### src/rtl/ut2cal_pkg.sv
package ut2cal_pkg;

   // field types
   typedef logic [31:0] stamp_type;
   typedef logic [16:0] zone_type;
   typedef logic [11:0] year_type;
   typedef logic [3:0]  month_type;
   typedef logic [4:0]  day_type;
   typedef logic [4:0]  hour_type;
   typedef logic [5:0]  minute_type;
   typedef logic [5:0]  second_type;
   typedef logic [15:0] days_type;
   typedef logic [16:0] sod_type;

   localparam int ZONE_W     = 17;
   localparam int CSR_ADDR_W = 3;
   localparam int CSR_DATA_W = 32;
   localparam int ZONE_RESET = 28800;

   // register index codes
   typedef enum logic [0:0] {
      REG_ZONE_OFFSET = 1'b0
   } csr_index_type;

   localparam logic [16:0] SECS_PER_DAY  = 17'd86400;
   localparam logic [11:0] SECS_PER_HOUR = 12'd3600;
   localparam logic [5:0]  SECS_PER_MIN  = 6'd60;
   localparam int          EPOCH_YEAR    = 1970;

   // reciprocals: t/86400 = (t>>7)/675, d/365, sod/3600, rem/60
   localparam int          RECIP_DAY_SH  = 35;
   localparam logic [25:0] RECIP_DAY     = 26'((64'd1 << RECIP_DAY_SH) / 64'd675);
   localparam int          RECIP_YEAR_SH = 25;
   localparam logic [16:0] RECIP_YEAR    = 17'(((64'd1 << RECIP_YEAR_SH) + 64'd364) / 64'd365);
   localparam int          RECIP_HOUR_SH = 28;
   localparam logic [16:0] RECIP_HOUR    = 17'(((64'd1 << RECIP_HOUR_SH) + 64'd3599) / 64'd3600);
   localparam int          RECIP_MIN_SH  = 18;
   localparam logic [12:0] RECIP_MIN     = 13'(((64'd1 << RECIP_MIN_SH) + 64'd59) / 64'd60);

   // years 1970..2107 covered by the year tables
   localparam int YEAR_TAB_N  = 138;
   localparam int EPOCH_MOD4   = EPOCH_YEAR % 4;
   localparam int EPOCH_MOD100 = EPOCH_YEAR % 100;
   localparam int EPOCH_MOD400 = EPOCH_YEAR % 400;

   typedef logic [YEAR_TAB_N-1:0] leap_tab_type;
   typedef logic [15:0] year_start_tab_type [0:YEAR_TAB_N-1];

   // bit i set when year EPOCH_YEAR+i is a leap year
   function automatic leap_tab_type build_leap_tab();
      leap_tab_type tab;
      int r4;
      int r100;
      int r400;
      tab  = '0;
      r4   = EPOCH_MOD4;
      r100 = EPOCH_MOD100;
      r400 = EPOCH_MOD400;
      for (int i = 0; i < YEAR_TAB_N; i++) begin
         tab[i] = (r4 == 0) && ((r100 != 0) || (r400 == 0));
         r4   = (r4 == 3) ? 0 : r4 + 1;
         r100 = (r100 == 99) ? 0 : r100 + 1;
         r400 = (r400 == 399) ? 0 : r400 + 1;
      end
      return tab;
   endfunction

   localparam leap_tab_type LEAP_YEARS = build_leap_tab();

   // day number of January 1 of year EPOCH_YEAR+i
   function automatic year_start_tab_type build_year_start();
      year_start_tab_type tab;
      int acc;
      acc = 0;
      for (int i = 0; i < YEAR_TAB_N; i++) begin
         tab[i] = 16'(acc);
         acc    = acc + (LEAP_YEARS[i] ? 366 : 365);
      end
      return tab;
   endfunction

   localparam year_start_tab_type YEAR_START = build_year_start();

   // first day of each month in a common year
   typedef logic [8:0] month_start_tab_type [0:11];
   localparam month_start_tab_type MONTH_START = '{
      9'd0, 9'd31, 9'd59, 9'd90, 9'd120, 9'd151,
      9'd181, 9'd212, 9'd243, 9'd273, 9'd304, 9'd334
   };

   // day count and second of day after the first split
   typedef struct packed {
      days_type days;
      sod_type  sod;
   } day_split_type;

   typedef struct packed {
      year_type  year;
      month_type month;
      day_type   day;
   } date_type;

   typedef struct packed {
      hour_type   hour;
      minute_type minute;
      second_type second;
   } clock_type;

endpackage

### src/rtl/ut2cal_req_if.sv
interface ut2cal_req_if;
   import ut2cal_pkg::*;

   logic      valid;
   logic      ready;
   stamp_type timestamp;

   modport source (output valid, output timestamp, input ready);
   modport sink   (input valid, input timestamp, output ready);
endinterface

### src/rtl/ut2cal_rsp_if.sv
interface ut2cal_rsp_if;
   import ut2cal_pkg::*;

   logic       valid;
   logic       ready;
   year_type   year;
   month_type  month;
   day_type    day;
   hour_type   hour;
   minute_type minute;
   second_type second;

   modport source (output valid, output year, output month, output day,
                   output hour, output minute, output second, input ready);
   modport sink   (input valid, input year, input month, input day,
                   input hour, input minute, input second, output ready);
endinterface

### src/rtl/unix_time_to_calendar_unit.sv
// An accepted timestamp runs through the day split, the date and clock stages and the output register.
// Throughput: one item per cycle; a stalled result holds the whole 9-stage pipeline.
// The stages hold the chained constant-reciprocal multiplies (days, years, hours, minutes).
// Reset (synchronous, active high) empties the pipeline and sets the zone offset to +8 h.
module unix_time_to_calendar_unit (
   input  logic                              clock,
   input  logic                              reset,
   ut2cal_req_if.sink                        req_bus,
   ut2cal_rsp_if.source                      rsp_bus,
   input  logic                              csr_psel,
   input  logic                              csr_penable,
   input  logic                              csr_pwrite,
   input  logic [ut2cal_pkg::CSR_ADDR_W-1:0] csr_paddr,
   input  logic [ut2cal_pkg::CSR_DATA_W-1:0] csr_pwdata,
   output logic [ut2cal_pkg::CSR_DATA_W-1:0] csr_prdata,
   output logic                              csr_pready
);
   import ut2cal_pkg::*;

   localparam int STAGES = 9;

   logic              en;
   logic [STAGES-1:0] vld_in, vld_ff;
   zone_type          zone_in, zone_ff;
   csr_index_type     csr_idx;
   logic              csr_wr;
   day_split_type     split;
   date_type          date;
   clock_type         hms;
   date_type          date_out_in, date_out_ff;
   clock_type         hms_out_in, hms_out_ff;

   // whole pipeline moves unless the result is waiting
   assign en            = !vld_ff[STAGES-1] || rsp_bus.ready;
   assign req_bus.ready = en;

   // config port
   assign csr_pready = 1'b1;
   assign csr_idx    = csr_index_type'(csr_paddr[CSR_ADDR_W-1:2]);
   assign csr_wr     = csr_psel && csr_penable && csr_pwrite && (csr_idx == REG_ZONE_OFFSET);
   assign zone_in    = csr_wr ? csr_pwdata[ZONE_W-1:0] : zone_ff;
   assign csr_prdata = (csr_idx == REG_ZONE_OFFSET) ?
                       {{(CSR_DATA_W-ZONE_W){1'b0}}, zone_ff} : '0;

   always_ff @(posedge clock) begin
      if (reset) begin
         zone_ff <= ZONE_W'(ZONE_RESET);
      end else begin
         zone_ff <= zone_in;
      end
   end

   // valid bits travel with the data
   assign vld_in = en ? {vld_ff[STAGES-2:0], req_bus.valid} : vld_ff;

   always_ff @(posedge clock) begin
      if (reset) begin
         vld_ff <= '0;
      end else begin
         vld_ff <= vld_in;
      end
   end

   ut2cal_day_split u_day_split (
      .clock (clock),
      .en    (en),
      .stamp (req_bus.timestamp),
      .zone  (zone_ff),
      .split (split)
   );

   ut2cal_date u_date (
      .clock (clock),
      .en    (en),
      .days  (split.days),
      .date  (date)
   );

   ut2cal_clock u_clock (
      .clock (clock),
      .en    (en),
      .sod   (split.sod),
      .hms   (hms)
   );

   // output register, last stage
   assign date_out_in = en ? date : date_out_ff;
   assign hms_out_in  = en ? hms : hms_out_ff;

   always_ff @(posedge clock) begin
      date_out_ff <= date_out_in;
      hms_out_ff  <= hms_out_in;
   end

   assign rsp_bus.valid  = vld_ff[STAGES-1];
   assign rsp_bus.year   = date_out_ff.year;
   assign rsp_bus.month  = date_out_ff.month;
   assign rsp_bus.day    = date_out_ff.day;
   assign rsp_bus.hour   = hms_out_ff.hour;
   assign rsp_bus.minute = hms_out_ff.minute;
   assign rsp_bus.second = hms_out_ff.second;

endmodule

### src/rtl/ut2cal_day_split.sv
// Stages 1-4: add zone offset, then split seconds into whole days and second of day.
module ut2cal_day_split (
   input  logic                      clock,
   input  logic                      en,
   input  ut2cal_pkg::stamp_type     stamp,
   input  ut2cal_pkg::zone_type      zone,
   output ut2cal_pkg::day_split_type split
);
   import ut2cal_pkg::*;

   logic [31:0]   t1_in, t1_ff;
   logic [50:0]   p2_in, p2_ff;
   logic [31:0]   t2_ff;
   logic [15:0]   q3_in, q3_ff;
   logic [31:0]   qd3_in, qd3_ff;
   logic [31:0]   t3_ff;
   logic [17:0]   r4;
   day_split_type s4_in, s4_ff;

   // stage 1: offset add, wraps mod 2^32
   assign t1_in = stamp + {{(32-ZONE_W){zone[ZONE_W-1]}}, zone};

   // stage 2: (t >> 7) * 2^35/675
   assign p2_in = 51'(t1_ff[31:7]) * 51'(RECIP_DAY);

   // stage 3: estimate is exact or one low
   assign q3_in  = p2_ff[50:35];
   assign qd3_in = 32'(33'(q3_in) * 33'(SECS_PER_DAY));

   // stage 4: one correction step
   always_comb begin
      r4 = 18'(t3_ff - qd3_ff);
      if (r4 >= {1'b0, SECS_PER_DAY}) begin
         s4_in.days = q3_ff + 16'd1;
         s4_in.sod  = 17'(r4 - {1'b0, SECS_PER_DAY});
      end else begin
         s4_in.days = q3_ff;
         s4_in.sod  = r4[16:0];
      end
   end

   always_ff @(posedge clock) begin
      if (en) begin
         t1_ff  <= t1_in;
         p2_ff  <= p2_in;
         t2_ff  <= t1_ff;
         q3_ff  <= q3_in;
         qd3_ff <= qd3_in;
         t3_ff  <= t2_ff;
         s4_ff  <= s4_in;
      end
   end

   assign split = s4_ff;

endmodule

### src/rtl/ut2cal_date.sv
// Stages 5-8: day count to year, month and day of month.
module ut2cal_date (
   input  logic                      clock,
   input  logic                      en,
   input  ut2cal_pkg::days_type      days,
   output ut2cal_pkg::date_type      date
);
   import ut2cal_pkg::*;

   logic [32:0] py5_in, py5_ff;
   days_type    d5_ff;
   logic [7:0]  e6;
   logic [7:0]  e6_prev;
   logic [7:0]  y6_in, y6_ff;
   logic [8:0]  doy6_in, doy6_ff;
   logic [11:1] ge7;
   month_type   month7_in, month7_ff;
   logic        leap7_in, leap7_ff;
   logic [8:0]  doy7_ff;
   logic [7:0]  y7_ff;
   logic [3:0]  midx8;
   logic [8:0]  mstart8;
   date_type    date8_in, date8_ff;

   // stage 5: estimate of floor(days / 365), never below the true year offset
   assign py5_in = 33'(days) * 33'(RECIP_YEAR);

   // stage 6: estimate is the year or one past it
   always_comb begin
      e6      = py5_ff[32:25];
      e6_prev = (e6 == 8'd0) ? 8'd0 : e6 - 8'd1;
      if (d5_ff < YEAR_START[e6]) begin
         y6_in   = e6_prev;
         doy6_in = 9'(d5_ff - YEAR_START[e6_prev]);
      end else begin
         y6_in   = e6;
         doy6_in = 9'(d5_ff - YEAR_START[e6]);
      end
   end

   // stage 7: month = 1 + number of month starts passed
   always_comb begin
      leap7_in = LEAP_YEARS[y6_ff];
      for (int k = 1; k < 12; k++) begin
         ge7[k] = doy6_ff >= (MONTH_START[k] + 9'((leap7_in && k >= 2) ? 1 : 0));
      end
      month7_in = 4'd1 + 4'($countones(ge7));
   end

   // stage 8: day of month and calendar year
   always_comb begin
      midx8          = month7_ff - 4'd1;
      mstart8        = MONTH_START[midx8] + {8'd0, leap7_ff && (midx8 >= 4'd2)};
      date8_in.day   = 5'(doy7_ff - mstart8 + 9'd1);
      date8_in.month = month7_ff;
      date8_in.year  = 12'(EPOCH_YEAR) + 12'(y7_ff);
   end

   always_ff @(posedge clock) begin
      if (en) begin
         py5_ff    <= py5_in;
         d5_ff     <= days;
         y6_ff     <= y6_in;
         doy6_ff   <= doy6_in;
         month7_ff <= month7_in;
         leap7_ff  <= leap7_in;
         doy7_ff   <= doy6_ff;
         y7_ff     <= y6_ff;
         date8_ff  <= date8_in;
      end
   end

   assign date = date8_ff;

endmodule

### src/rtl/ut2cal_clock.sv
// Stages 5-8: second of day to hour, minute and second.
// Minute and second leave combinationally from the last register.
module ut2cal_clock (
   input  logic                   clock,
   input  logic                   en,
   input  ut2cal_pkg::sod_type    sod,
   output ut2cal_pkg::clock_type  hms
);
   import ut2cal_pkg::*;

   logic [33:0] ph5_in, ph5_ff;
   sod_type     sod5_ff;
   hour_type    hour6_in, hour6_ff;
   logic [16:0] hd6_in, hd6_ff;
   sod_type     sod6_ff;
   logic [11:0] rem7_in, rem7_ff;
   hour_type    hour7_ff;
   logic [24:0] pm8_in, pm8_ff;
   logic [11:0] rem8_ff;
   hour_type    hour8_ff;
   minute_type  minute8;
   logic [11:0] md8;

   // stage 5: sod * 2^28/3600, exact floor for sod below one day
   assign ph5_in = 34'(sod) * 34'(RECIP_HOUR);

   // stage 6: hour and its seconds
   assign hour6_in = ph5_ff[32:28];
   assign hd6_in   = 17'(hour6_in) * 17'(SECS_PER_HOUR);

   // stage 7: seconds within the hour
   assign rem7_in = 12'(sod6_ff - hd6_ff);

   // stage 8: rem * 2^18/60
   assign pm8_in = 25'(rem7_ff) * 25'(RECIP_MIN);

   // minute and second from the last register
   always_comb begin
      minute8    = pm8_ff[23:18];
      md8        = 12'(minute8) * 12'(SECS_PER_MIN);
      hms.hour   = hour8_ff;
      hms.minute = minute8;
      hms.second = 6'(rem8_ff - md8);
   end

   always_ff @(posedge clock) begin
      if (en) begin
         ph5_ff   <= ph5_in;
         sod5_ff  <= sod;
         hour6_ff <= hour6_in;
         hd6_ff   <= hd6_in;
         sod6_ff  <= sod5_ff;
         rem7_ff  <= rem7_in;
         hour7_ff <= hour6_ff;
         pm8_ff   <= pm8_in;
         rem8_ff  <= rem7_ff;
         hour8_ff <= hour7_ff;
      end
   end

endmodule

### src/flat_wrapper.sv
// flat-port wrapper written by rule: the top's interface ports become plain ports
module unix_time_to_calendar_unit_flat import ut2cal_pkg::*;
  (clock, reset, csr_psel, csr_penable, csr_pwrite, csr_paddr, csr_pwdata, csr_prdata, csr_pready, req_bus_valid, req_bus_timestamp, req_bus_ready, rsp_bus_valid, rsp_bus_year, rsp_bus_month, rsp_bus_day, rsp_bus_hour, rsp_bus_minute, rsp_bus_second, rsp_bus_ready);
  ut2cal_req_if req_bus_i ();
  ut2cal_rsp_if rsp_bus_i ();
  input  logic clock;
  input  logic reset;
  input  logic csr_psel;
  input  logic csr_penable;
  input  logic csr_pwrite;
  input  logic [ut2cal_pkg::CSR_ADDR_W-1:0] csr_paddr;
  input  logic [ut2cal_pkg::CSR_DATA_W-1:0] csr_pwdata;
  output logic [ut2cal_pkg::CSR_DATA_W-1:0] csr_prdata;
  output logic csr_pready;
  input wire logic [$bits(req_bus_i.valid)-1:0] req_bus_valid;
  input wire logic [$bits(req_bus_i.timestamp)-1:0] req_bus_timestamp;
  output wire logic [$bits(req_bus_i.ready)-1:0] req_bus_ready;
  output wire logic [$bits(rsp_bus_i.valid)-1:0] rsp_bus_valid;
  output wire logic [$bits(rsp_bus_i.year)-1:0] rsp_bus_year;
  output wire logic [$bits(rsp_bus_i.month)-1:0] rsp_bus_month;
  output wire logic [$bits(rsp_bus_i.day)-1:0] rsp_bus_day;
  output wire logic [$bits(rsp_bus_i.hour)-1:0] rsp_bus_hour;
  output wire logic [$bits(rsp_bus_i.minute)-1:0] rsp_bus_minute;
  output wire logic [$bits(rsp_bus_i.second)-1:0] rsp_bus_second;
  input wire logic [$bits(rsp_bus_i.ready)-1:0] rsp_bus_ready;
  assign req_bus_i.valid = req_bus_valid;
  assign req_bus_i.timestamp = req_bus_timestamp;
  assign req_bus_ready = req_bus_i.ready;
  assign rsp_bus_valid = rsp_bus_i.valid;
  assign rsp_bus_year = rsp_bus_i.year;
  assign rsp_bus_month = rsp_bus_i.month;
  assign rsp_bus_day = rsp_bus_i.day;
  assign rsp_bus_hour = rsp_bus_i.hour;
  assign rsp_bus_minute = rsp_bus_i.minute;
  assign rsp_bus_second = rsp_bus_i.second;
  assign rsp_bus_i.ready = rsp_bus_ready;
  unix_time_to_calendar_unit u_core (.clock(clock), .reset(reset), .req_bus(req_bus_i), .rsp_bus(rsp_bus_i), .csr_psel(csr_psel), .csr_penable(csr_penable), .csr_pwrite(csr_pwrite), .csr_paddr(csr_paddr), .csr_pwdata(csr_pwdata), .csr_prdata(csr_prdata), .csr_pready(csr_pready));
endmodule
### config.mk
export PLATFORM = sky130hd
export DESIGN_NAME = unix_time_to_calendar_unit_flat
export DESIGN_NICKNAME = d
export VERILOG_FILES = /design/src/rtl/ut2cal_pkg.sv /design/src/rtl/ut2cal_req_if.sv /design/src/rtl/ut2cal_rsp_if.sv /design/src/rtl/unix_time_to_calendar_unit.sv /design/src/rtl/ut2cal_day_split.sv /design/src/rtl/ut2cal_date.sv /design/src/rtl/ut2cal_clock.sv /design/src/flat_wrapper.sv
export SDC_FILE = /design/constraint.sdc
export NUM_CORES = 2
export LEC_CHECK = 0
export BUFFER_PORTS_ARGS = -buffer_cell sky130_fd_sc_hd__buf_2
export CAP_MARGIN = 10
export CORE_MARGIN = 2
export CORE_UTILIZATION = 60
export CTS_CLUSTER_DIAMETER = 100
export CTS_CLUSTER_SIZE = 8
export DETAILED_ROUTE_END_ITERATION = 8
export PLACE_DENSITY = 0.77
export SYNTH_ARGS = -nofsm -noshare
export SYNTH_HDL_FRONTEND = slang
export SYNTH_SLANG_ARGS = --single-unit
### constraint.sdc
create_clock -name clock -period 27.7 [get_ports clock]
set_input_delay 2.77 -clock clock [delete_from_list [all_inputs] [get_ports clock]]
set_output_delay 2.77 -clock clock [all_outputs]
set_load 0.03 [all_outputs]
---- Word level (Yosys, flattened, before mapping) ----
Memory sizes are Yosys's and may differ from the RTL's. A register that Yosys moved wholly into a read port is not among the register bits.
Index checks and enable logic that the tools add are counted.
word-level totals
  register bits ........................... 465
  bits in read-only memories .............. 8592
  input port bits ......................... 74
  output and inout port bits .............. 73
  logic and storage cells ................. 126
  memories ................................ 4
memories
  name              words  bits a word  read ports  clocked after Yosys merged registers in  write ports  RTL line           text
  (name not given)  256    16           1           0                                        0            ut2cal_date.sv:37  doy6_in = 9'(d5_ff - YEAR_START[e6]);
  (name not given)  256    16           1           0                                        0            ut2cal_date.sv:34  doy6_in = 9'(d5_ff - YEAR_START[e6_prev]);
  (name not given)  256    1            1           1                                        0            ut2cal_date.sv:43  leap7_in = LEAP_YEARS[y6_ff];
  (name not given)  16     9            1           0                                        0            ut2cal_date.sv:53  mstart8 = MONTH_START[midx8] + {8'd0, leap7_ff && (midx8 >= 4'd2)};
cells by class
  $add $sub $neg .......................... 35
  multipliers ............................. 7
  order comparisons ....................... 18
  multiplexer cells ....................... 14
  bitwise logic cells ..................... 4
  reduce and logical (&&, ||, !) cells .... 7
operators by type and width
  cell                                                                                   number
  9-bit greater-or-equal comparator                                                      10
  25-bit by 24-bit multiplier with 49-bit output, second input constant                  1
  8-bit by 9-bit adder with 9-bit output, first input constant                           4
  33-bit two-way mux                                                                     1
  32-bit adder                                                                           1
  16-bit by 16-bit multiplier with 32-bit output, second input constant                  1
  17-bit by 16-bit multiplier with 32-bit output, second input constant                  1
  16-bit two-way mux                                                                     2
  9-bit two-way mux                                                                      3
  8-bit two-way mux                                                                      3
  12-bit by 12-bit multiplier with 23-bit output, second input constant                  1
  7-bit by 9-bit adder with 9-bit output, first input constant                           2
  9-bit adder, first input constant                                                      2
  18-bit by 17-bit greater-or-equal comparator with 1-bit output, second input constant  1
  9-bit greater-or-equal comparator, second input constant                               2
  8-bit NOT with 9-bit output                                                            2
  18-bit subtractor                                                                      1
  9-bit subtractor                                                                       2
  17-bit two-way mux                                                                     1
  17-bit subtractor, second input constant                                               1
  16-bit by 1-bit adder with 16-bit output, second input constant                        1
  16-bit less-than comparator                                                            1
  16-bit by 10-bit multiplier with 11-bit output, second input constant                  1
  11-bit by 8-bit adder with 12-bit output, first input constant                         1
  29 further kinds                                                                       39

---- Logic depth before layout (Yosys ltp) ----
  word-level depth ........................ 10
  mapped depth ............................ 34
  depth with buffers taken out ............ 30

---- Hierarchy ----
From an unflattened synthesis, not the netlist that was laid out.
unflattened totals
  cells, all modules ...................... 3870
  area total of the unflattened synthesis .. 40174.8 sq um
by module, submodules not included
  module                      times used  cells an instance  area an instance (sq um)  sequential area each (sq um)
  ut2cal_day_split            1           1464               16488.3                   4294.1
  ut2cal_date                 1           1531               13342.8                   2422.3
  ut2cal_clock                1           687                7960.1                    2102.0
  unix_time_to_calendar_unit  1           188                2383.5                    1661.6

---- Least setup slack after synthesis ----
No wires, ideal clock.
  path kind ............................... in2out
  start point ............................. input port rsp_bus_ready
  end point ............................... output port req_bus_ready
  data arrival time ....................... 12437 ps
  required time ........................... 24930 ps
  slack ................................... 12493 ps
  stages on the path ...................... 4
  buffers on the path ..................... 2
  path through ............................ nor2b_1 clkbuf_1 inv_1 clkbuf_1
between the ends
  longest elaborated chain between the ends .. 1
ends and longest elaborated chain
  what              RTL line                          text
  start, declared   flat_wrapper.sv:25                input wire logic [$bits(rsp_bus_i.ready)-1:0] rsp_bus_ready;
  1-bit logical OR  unix_time_to_calendar_unit.sv:34  assign en = !vld_ff[STAGES-1] || rsp_bus.ready;
  end, declared     flat_wrapper.sv:17                output wire logic [$bits(req_bus_i.ready)-1:0] req_bus_ready;
Every way passes these cells.

---- Worst setup path after layout ----
  start point ............................. register u_core.u_date.py5_ff[25]
  end point ............................... register u_core.u_date.doy6_ff[8], data pin
between the ends
  longest elaborated chain between the ends .. 8
  elaborated cells on any way between the ends .. 15
  classes of those cells .................. 3 x add/sub; 1 x order compare; 6 x mux; 2 x bitwise; 1 x reduce/logical; 2 x memory
ends and longest elaborated chain
  what                                                                            RTL line           text
  start, declared                                                                 ut2cal_date.sv:10  logic [32:0] py5_in, py5_ff;
  start signal, assigned                                                          ut2cal_date.sv:61  py5_ff <= py5_in;
  8-bit by 1-bit subtractor with 8-bit output or 8-bit zero test (tied branches)  ut2cal_date.sv:31  e6_prev = (e6 == 8'd0) ? 8'd0 : e6 - 8'd1;
  8-bit two-way mux                                                               ut2cal_date.sv:31
  8-bit NOT with 9-bit output (not written as such)                               ut2cal_date.sv:34
  memory read 256 x 16 bit                                                        -
  9-bit two-way mux (not written as such) (2 in series)                           ut2cal_date.sv:34
  9-bit subtractor                                                                ut2cal_date.sv:34
  9-bit two-way mux *                                                             ut2cal_date.sv:32  if (d5_ff < YEAR_START[e6]) begin
  via u_core.u_date.doy6_in[8]                                                    ut2cal_date.sv:15  logic [8:0] doy6_in, doy6_ff;
  end signal, assigned                                                            ut2cal_date.sv:64  doy6_ff <= doy6_in;
  end, declared                                                                   ut2cal_date.sv:15
Mark *: on every way through the listed nets, which the timed path passes. The rest lies on a longest branch. The select of a mux whose other input is x is not followed.
A chain may end at the register's enable or synchronous reset.

==> metrics.md <==
| Metric | Value |
|---|---|
| Status | completed |
| Footprint of the flip-flops and latches | approximately 0.010 mm² |
| Antenna Diode Count | 0 |
| Setup slack of the most critical reg-to-reg path | roughly 20 ns |
| Data required, critical path | roughly 28 ns |
| Number of synthesized flops with an enable pin | 331 |
| Reg2Reg Capture Point | u_core.u_date.doy6_ff[8] |
| Most frequently used flop master after synthesis | sky130_fd_sc_hd__edfxtp_1 |
| Via count | between 20k and 30k |
| Net total in the final layout | 5046 |
| Adder and majority cell fraction of the synthesized area | roughly two fifths |
| Hold path startpoint | u_core.u_date.y6_ff[5] |
| Clock Pin Slew Worst Setup and Hold Paths | 0.05 ns |
| Number of warnings printed during yosys synthesis | 0 |
| Global-route usage over all layers | between 20% and 30% |
| Combinational family with the most area after synthesis | adder cells |
| Count of pins over their slew limit | 0 |
| Area enclosed by the die boundary | about 0.068 mm² |
| Least-Margin Pin Slew | ~1.1 ns |
| Clk sink count | roughly 360 |
| Share of the yosys chip area belonging to registers | between 20% and 30% |
| Simple-gate area share of the yosys netlist | around 7.5% |
| Initial antenna violation count | 0 |
| Post-route DRC violation count | 0 |
| Tmin final | approximately 7.7 ns |
| Cell occurring most often along the worst timing path | sky130_fd_sc_hd__o21ai_0 |
| Cell area after synthesis | between 0.03 and 0.04 mm² |
| Crit path arrival time | 8.03 ns |
| Worst setup EP type | flop |
| XOR/XNOR Fraction of Synth Area | roughly 3.6% |
| Post-Synthesis Cells | 3772 |
| F_max | approximately 130 MHz |
| Number of setup buffers added after CTS | 0 |
| Proportion of synthesized area in mux cells | less than 1% |
| Final hold viol count | 0 |
| Total area of multi-input combinational cells | ~0.026 mm² |
| Top-level I/O count | ~150 |
| Height of the die | 260 µm |
| Global-route wire length before repair | around 130 mm |
| Portion of the clock cycle consumed by the worst path in the final layout | 27.9% |
| WL final | 81.7 mm |
| Average via count per standard cell | 5.75 |
| Path type of the worst min-delay path | flop to flop |
| H-Tree Depth | 2 |
| Syn-to-layout area delta | 6.85% |
| Leftover overflow at the end of global routing | 0 |
| TritonCTS clock tree | done |
| Antenna-violating nets left | 0 |
| Number of cell rows | 94 |
| Reg-to-Reg Start | u_core.u_date.py5_ff[25] |
| Initial Utilization | 60.4% |
| Max Fanout on Critical Path | 34 |
| Syn_area_per_cell | ~10 µm² |
| Accumulated negative setup slack | 0 ns |
| Hold depth | 0 |
| Number of different library cells in the post-synthesis netlist | 97 |
| Yosys reg bits | 358 |
| Clock Latency Late Sink | 0.60 ns |
| Critical path class | flop to flop |
| Worst path slowest cell | sky130_fd_sc_hd__ha_1 |
| Critical path launch point type | flop |
| Worst rel slew slack | 27.2% |
| Via count of the first global-routing pass | around 28k |
| Die Wd | ~260 µm |
| Average detailed-routed wire length per instance | roughly 17 µm |
| Final weighted congestion of routability-driven global placement | a little over 0.9 |
| Setup repair after global routing missed its margin | no |
| Reported max-cap violation count | 0 |
| Root buffer selected by CTS | sky130_fd_sc_hd__clkbuf_16 |
| Total clock buffers created by CTS | 51 |
| Post-CTS Resized | 0 |
| CTS Hold Bufs | 0 |
| Fraction of registers with async set or reset after synthesis | 0% |
| Buffer and inverter count on the worst path | 4 |
| Largest net degree at the start of global routing | 187 |
| Starting DRT DRC Count | about 1.7k |
| Maximum clock skew at final layout | 0.0376 ns |
| Fraction of layout instances using a drive strength above 1 | 6.36% |
| Core area | about 0.065 mm² |
| Setup-failing EPs final | 0 |
| Kind of cell adding the most delay to the critical path | compound AO/OA/AOI/OAI gates |
| Compound-cell area share of the yosys netlist | 11.6% |
| Placed wire-length estimate after detailed placement | about 61 mm |
| Length in cells of the worst reg-to-reg path | 31 |
| Minimum hold slack | about 0.40 ns |
| Terminating pin of the worst hold path | u_core.u_date.y7_ff[5] |
| Total iterations of the first detailed-routing run | 8 |
| Stages on the worst setup path | 31 |
| Worst-case clock buffer depth | 3 |
| Count of input and output buffers | 113 |
| Filler Cells Inserted | 5081 |
| Delay of the slowest cell on the worst path | ~0.75 ns |
-- synth_stat cells, types with 32 or more instances --
cell                       number  share of area, %
sky130_fd_sc_hd__o21ai_0      139               1.8
sky130_fd_sc_hd__nor3_1        32              0.41
sky130_fd_sc_hd__buf_2         34              0.43
sky130_fd_sc_hd__a21oi_1      228               2.9
sky130_fd_sc_hd__nor2b_1       50              0.79
sky130_fd_sc_hd__xor2_1        48               1.1
sky130_fd_sc_hd__a211oi_1      39              0.74
sky130_fd_sc_hd__nand2b_1      36              0.57
sky130_fd_sc_hd__fa_1         327                17
sky130_fd_sc_hd__a21o_1        63               1.2
sky130_fd_sc_hd__nor2_1       134               1.3
sky130_fd_sc_hd__ha_1         799                25
sky130_fd_sc_hd__edfxtp_1     331                25
sky130_fd_sc_hd__xnor2_1      115               2.6
sky130_fd_sc_hd__nand3_1       45              0.57
sky130_fd_sc_hd__inv_1        646               6.1
sky130_fd_sc_hd__nand2_1      198               1.9
sky130_fd_sc_hd__clkbuf_1      57              0.54
-- cell families (layout without fill, tap and decap cells) --
kind of cell	Yosys count	in the layout
adder cells (fa/ha/maj)	1127	1127
AND/OR/NAND/NOR	610	610
AO/OA/AOI/OAI	704	704
XOR/XNOR	163	163
other	2	16
flip-flops	358	358
buffers and inverters	783	864
multiplexers	25	25
-- layout by cell type (no fill, tap or decap), types with 31 or more instances in the layout --
master                      instances
sky130_fd_sc_hd__nor2b_1           50
sky130_fd_sc_hd__nor3_1            32
sky130_fd_sc_hd__clkbuf_16         52
sky130_fd_sc_hd__a21o_1            63
sky130_fd_sc_hd__nor2_1           134
sky130_fd_sc_hd__nand2b_1          36
sky130_fd_sc_hd__inv_1            645
sky130_fd_sc_hd__buf_2            113
sky130_fd_sc_hd__edfxtp_1         331
sky130_fd_sc_hd__xnor2_1          115
sky130_fd_sc_hd__a211oi_1          39
sky130_fd_sc_hd__nand3_1           45
sky130_fd_sc_hd__a21oi_1          228
sky130_fd_sc_hd__ha_1             799
sky130_fd_sc_hd__nand2_1          198
sky130_fd_sc_hd__o211ai_1          31
sky130_fd_sc_hd__fa_1             327
sky130_fd_sc_hd__xor2_1            48
sky130_fd_sc_hd__o21ai_0          139
-- flip-flops by register name (all words and copies together) (netlist names), 8 cells and up --
| signal | cells |
|---|---|
| u_core.u_day_split.t2_ff | 18 |
| u_core.u_day_split.q3_ff | 16 |
| u_core.u_date.d5_ff | 16 |
| u_core.u_clock.sod6_ff | 12 |
| u_core.zone_ff | 17 |
| u_core.u_day_split.t3_ff | 18 |
| u_core.u_clock.sod5_ff | 12 |
| u_core.u_day_split.split | 33 |
| u_core.u_day_split.p2_ff | 16 |
| u_core.vld_ff | 9 |
| u_core.u_day_split.qd3_ff | 10 |
| u_core.u_date.date | 21 |
| u_core.u_date.doy6_ff | 9 |
| u_core.u_date.py5_ff | 8 |
| u_core.u_day_split.t1_ff | 32 |
| u_core.rsp_bus.year | 12 |
| u_core.u_clock.rem7_ff | 12 |
| u_core.u_date.y6_ff | 8 |
| u_core.u_date.y7_ff | 8 |
-- layer usage --
layer	wire length (µm)	part of all wire [%]	GRT usage (%)	up-vias
met5	0	0	0	-
met2	42000	51	43.9	719
li1	-	-	-	13143
met4	2700	3.3	9.25	0
met1	33000	40	30.0	13165
met3	3970	4.9	3.16	154
-- metrics by stage --
step / cell area [µm²] / util (%) / instances / setup slack, ns
floorplan: 39500 / - / 3786 / 12.49
global placement: 40700 / 62.3 / 4657 / 20.41
detailed placement: 40700 / 62.3 / 4657 / 20.27
CTS: 42200 / 64.5 / 4731 / 20.19
global route: 42200 / 64.5 / 4731 / 19.50
finish: 42200 / 64.5 / 4731 / 19.99
-- area by class of cell --
| class | instances | share of cell area (%) |
|---|---|---|
| clock buffers | 70 | 3.25 |
| clock inverters | 4 | 0.208 |
| inverters | 652 | 5.82 |
| multi-input cells | 2645 | 61.5 |
| flip-flops and latches | 358 | 24.8 |
| well taps | 864 | 2.56 |
| repair buffers | 138 | 1.82 |
-- worst max path at each step --
stage / from / endpoint / slack, ns
global route: u_core.u_date.py5_ff[25] / u_core.u_date.doy6_ff[8] / 19.50
CTS: u_core.u_date.py5_ff[25] / u_core.u_date.doy6_ff[8] / 20.19
floorplan: rsp_bus_ready / req_bus_ready / 12.49
finish: u_core.u_date.py5_ff[25] / u_core.u_date.doy6_ff[8] / 19.99
detailed placement: u_core.u_day_split.t1_ff[16] / u_core.u_day_split.p2_ff[50] / 20.27
global placement: u_core.u_day_split.t1_ff[13] / u_core.u_day_split.p2_ff[50] / 20.41
Power is not shown: default switching activity piles up to over one toggle a cycle in this logic, so the estimate is an artifact.
